$ cat src/hw/rtl/cfe_divider.sv
`timescale 1ns / 1ps
// ----------------------------------------------------------------------------
// cfe_divider
// Radix-2 restoring divider, one quotient bit per cycle.
// ----------------------------------------------------------------------------
module cfe_divider (
  input  logic        clk,
  input  logic        rst_n,
  input  logic        start,
  input  logic [63:0] dividend,
  input  logic [63:0] divisor,
  output logic        done,
  output logic [63:0] quotient,
  output logic [63:0] remainder
);

  logic [63:0] quo_r, quo_nxt;
  logic [63:0] rem_r, rem_nxt;
  logic [63:0] dvs_r, dvs_nxt;
  logic [6:0]  cnt_r, cnt_nxt;
  logic        run_r, run_nxt;
  logic        done_r, done_nxt;
  logic [64:0] trial;
  logic [64:0] shifted;

  always_comb begin
    quo_nxt  = quo_r;
    rem_nxt  = rem_r;
    dvs_nxt  = dvs_r;
    cnt_nxt  = cnt_r;
    run_nxt  = run_r;
    done_nxt = 1'b0;
    shifted  = {rem_r, quo_r[63]};
    trial    = shifted - {1'b0, dvs_r};
    if (start) begin
      quo_nxt = dividend;
      rem_nxt = '0;
      dvs_nxt = divisor;
      cnt_nxt = '0;
      run_nxt = 1'b1;
    end else if (run_r) begin
      if (!trial[64]) begin
        rem_nxt = trial[63:0];
        quo_nxt = {quo_r[62:0], 1'b1};
      end else begin
        rem_nxt = shifted[63:0];
        quo_nxt = {quo_r[62:0], 1'b0};
      end
      cnt_nxt = cnt_r + 7'd1;
      if (cnt_r == 7'd63) begin
        run_nxt  = 1'b0;
        done_nxt = 1'b1;
      end
    end
  end

  always_ff @(posedge clk) begin
    if (!rst_n) begin
      run_r  <= 1'b0;
      done_r <= 1'b0;
      cnt_r  <= '0;
    end else begin
      run_r  <= run_nxt;
      done_r <= done_nxt;
      cnt_r  <= cnt_nxt;
    end
    quo_r <= quo_nxt;
    rem_r <= rem_nxt;
    dvs_r <= dvs_nxt;
  end

  assign done      = done_r;
  assign quotient  = quo_r;
  assign remainder = rem_r;

endmodule

$ cat config.mk
export PLATFORM = sky130hd
export DESIGN_NAME = cfe_divider
export DESIGN_NICKNAME = d
export VERILOG_FILES = /design/src/hw/rtl/cfe_divider.sv
export SDC_FILE = /design/constraint.sdc
export NUM_CORES = 1
export LEC_CHECK = 0
export ABC_CLOCK_PERIOD_IN_PS = 3750
export BUFFER_PORTS_ARGS = -buffer_cell sky130_fd_sc_hd__clkbuf_2
export CORE_UTILIZATION = 50
export CTS_BUF_LIST = sky130_fd_sc_hd__clkbuf_2 sky130_fd_sc_hd__clkbuf_4 sky130_fd_sc_hd__clkbuf_8
export DETAILED_ROUTE_END_ITERATION = 8
export PLACE_DENSITY = 0.78
export SKIP_CTS_REPAIR_TIMING = 1
export SLEW_MARGIN = 0
export SYNTH_ARGS = -nofsm -noshare
export SYNTH_HDL_FRONTEND = slang
export SYNTH_SLANG_ARGS = --single-unit
$ cat constraint.sdc
create_clock -name clk -period 3.75 [get_ports clk]
set_input_delay 0.1875 -clock clk [delete_from_list [all_inputs] [get_ports clk]]
set_output_delay 0.1875 -clock clk [all_outputs]
set_load 0.01 [all_outputs]
==> summary.txt <==
STA
  – FMAX: about 0.28 GHz
  – Final setup viols: 0
  – Slew Limit Fails: 0
  – Final period util: 0.940
  – RSZ-0062 raised after global routing: false
  – Max-slew headroom: 0.292
  – Total negative slack: 0 ps
  – Crit path time final: approximately 3500 ps
  – Setup Skew: approximately 18 ps
  – Worst Tran Pin Value: 1060 ps
  – Final Hold Viols: 0

Synth
  – Synth Area in Compound Gates: 0.174
  – Synthesized flop and latch total: about 200
  – Post-synthesis adder-cell area fraction: 0.0700
  – Syn nets: 1436
  – Post-synthesis sequential area ratio: 0.445
  – Synth warn: 0
  – XOR/XNOR Fraction of Synth Area: 0.0449
  – Async set-reset flop share out of synthesis: 0
  – Predominant post-synthesis flop cell: edfxtp_1
  – Count of cell types in the netlist: about 70
  – Post-Synth Simple-Gate Area: 0.146
  – Mapped Avg Cell Area: slightly below 10 um2
  – Post-synthesis cell area: 0.0119 mm2
  – Main combinational cell family by area after synthesis: compound AO/OA/AOI/OAI gates
  – Mux contribution to synthesized area: 0.0688
  – Number of synthesized flops with an enable pin: roughly 130
  – Post-Syn Instances: around 1.2k

Worst setup path
  – CP endpoint kind: register
  – Crit-path slowest cell: fa_1
  – Worst path arrival time: 3910 ps
  – Worst setup SP type: register
  – CP Max Fanout: 23
  – Max stage delay on crit path: 390 ps
  – Kind of critical path: reg -> reg
  – Critical path's top delay family: compound AO/OA/AOI/OAI gates
  – CP bufs+invs: 2
  – Crit-path cells: inv_1 > ha_1 > fa_1 > nand2b_1 > a21o_1 > a31o_4 > o31ai_4 > a211oi_2 > nor4_4 > nor2_1 > xnor2_2 > buf_12 > a2bb2oi_1 > o22ai_1
  – Worst Path Required: a little over 4000 ps

Route
  – Vias: 11.0k
  – First drt pass iteration count: 5
  – Initial DRC Count: 697
  – Antenna-violating nets left: 0
  – Final WL: between 30000 and 40000 um
  – Post-DR wirelength/cell: around 18 um
  – Drt drc: 0
  – Avg Vias per Cell: roughly 5.6

Die
  – Row count: 56
  – Die Y-Extent: about 160 um
  – Num ports: 260
  – Core Area: ~0.023 mm2
  – Starting Density: 0.509
  – Die ar.: between 0.02 and 0.025 mm2
  – Die width: between 150 and 200 um

Power
  – Peak supply drop: roughly 0.31 mV
  – Static leakage: approximately 7 nW
  – Pwr dens: 444 mW/mm2

Clocking
  – CTS tree: yes
  – Clock sink count: approximately 200
  – Clock root buffer master: clkbuf_8
  – Clock tree buffer depth: 3
  – Worst skew pair latency: about 540 ps
  – Reg clk slew, reported paths: around 60 ps
  – Htree depth: 2
  – Num CTS Buffers: 37

Hold path
  – Hold crit path type: in -> reg

Finish
  – Footprint of the multi-input gates: 0.00603 mm2
  – Ant diodes: 0
  – Storage cell area: between 0.005 and 0.006 mm2
  – Layout cells sized above 1: 0.259
  – Synthesis-to-layout area growth: 31.7%
  – Post-Route Utilization: 0.670
  – # nets final: ~1.8k
  – Fillers: 1880

Global route
  – Largest net degree at the start of global routing: roughly 100
  – GR Overflow Total: 0
  – Total Routing Usage GR: 0.263
  – Global-route wire length before repair: between 50000 and 60000 um
  – Vias in the first global route: just under 10k
  – Initial antenna violation count: 0

Run status
  – Outcome: finished clean

Job
  – Maxcap violations: 0

Placed design
  – GP Congestion: around 0.94
  – Hpwl dp: roughly 24000 um
  – Port buffer count: between 200 and 300
==> synth_stat cells (all sizes together), types with 5 or more instances <==
cell type	instances	share of area
clkbuf	51	0.016
o21ai	59	0.025
mux2	63	0.060
nor2b	6	0.0032
xor2	26	0.019
nand4	22	0.012
a311oi	41	0.030
inv	88	0.028
edfxtp	128	0.32
nor3b	7	0.0044
o21bai	20	0.013
ha	65	0.068
dfxtp	73	0.12
o211ai	5	0.0032
xnor2	35	0.026
nor2	87	0.027
o31ai	6	0.0049
nand3	25	0.011
nand2b	10	0.0053
and2	7	0.0037
a211oi	7	0.0048
and4	7	0.0051
nand2	163	0.051
a31oi	11	0.0058
mux2i	11	0.0092
nor3	12	0.0050
buf	14	0.0066
a21o	26	0.016
and3	8	0.0042
a21oi	90	0.038
==> cells in the final DEF, fill, tap and decap left out, types with 8 or more instances in the layout <==
cell type	Yosys	final
a21oi_1	90	90
a311oi_1	41	41
clkbuf_2	1	258
ha_1	65	65
nand3_1	25	25
mux2_2	63	63
mux2i_1	11	11
a21o_1	26	26
clkbuf_8	0	46
o21bai_1	20	20
xor2_1	26	26
nor3_1	12	12
xnor2_1	35	33
dfxtp_1	73	72
buf_4	1	18
edfxtp_1	128	128
and3_1	8	8
nand2_1	163	163
o21ai_0	57	57
nand4_1	22	22
a31oi_1	11	11
dlygate4sd3_1	0	127
clkbuf_4	0	12
nand2b_1	10	10
nor2_1	87	87
inv_1	88	87
==> power breakdown <==
| part | leakage, nW | internal (mW) | switching (mW) | total [mW] |
|---|---|---|---|---|
| Combinational | 4.57 | 0.794 | 1.07 | 1.86 |
| Clock | 0.446 | 1.38 | 0.994 | 2.37 |
| Sequential | 1.87 | 2.58 | 0.148 | 2.73 |
==> metrics by stage <==
step / total power [mW] / hold WS [ps] / cells / worst slack (ps) / instance area, um2
global route: 7.26 / 31.5 / 1969 / 41.1 / 15700
CTS: 6.85 / -216 / 1842 / 87.4 / 14400
finish: 6.96 / 43.3 / 1969 / 226 / 15700
global placement: 4.44 / 365 / 1774 / 243 / 13600
detailed placement: 4.47 / 366 / 1774 / 103 / 13600
floorplan: 3.90 / 286 / 1239 / 188 / 11900
==> state kept, by name, indices dropped and copies added, names as in the netlist <==
signal     flops
dvs_r         64
quotient      64
remainder     64
cnt_r          7
done           1
run_r          1
==> routing by layer <==
layer | routed length [um] | vias to the layer above | global-route usage
met3 | 2390 | 84 | 0.0595
met5 | 0 | - | 0
met2 | 17600 | 453 | 0.460
met4 | 1170 | 0 | 0.106
li1 | - | 5293 | -
met1 | 14500 | 5212 | 0.311
==> worst paths after layout <==
check / start / endpoint / slack (ps) / cells past startpoint
worst max-delay path: quotient[63]$_DFFE_PP_ / remainder[59]$_SDFFE_PP0P_ / 230 / 14
worst min-delay path: dividend[8] / quotient[8]$_DFFE_PP_ / 40 / 2
worst max register to register: quotient[63]$_DFFE_PP_ / remainder[59]$_SDFFE_PP0P_ / 230 / 14
worst min register to register: cnt_r[6]$_SDFFE_PP0P_ / cnt_r[6]$_SDFFE_PP0P_ / 490 / 2
==> kinds of logic (layout without fill, tap and decap cells) <==
kind of cell	count (synthesis)	in the layout
buffers and inverters	153	564
AOI/OAI and AO/OA	309	309
and+or+nand+nor	375	375
adders and majority gates	66	66
muxes	74	74
DFF	201	201
xor gates and xnor gates	61	61
==> layout make-up <==
type,count,area share
Inverter,88,0.0211
Tap cell,319,0.0255
Multi-Input combinational cell,885,0.384
Clock inverter,10,0.00718
Sequential cell,201,0.339
Clock buffer,58,0.0461
Timing Repair Buffer,408,0.177
Note: power is estimated with default switching activity, not from simulation.
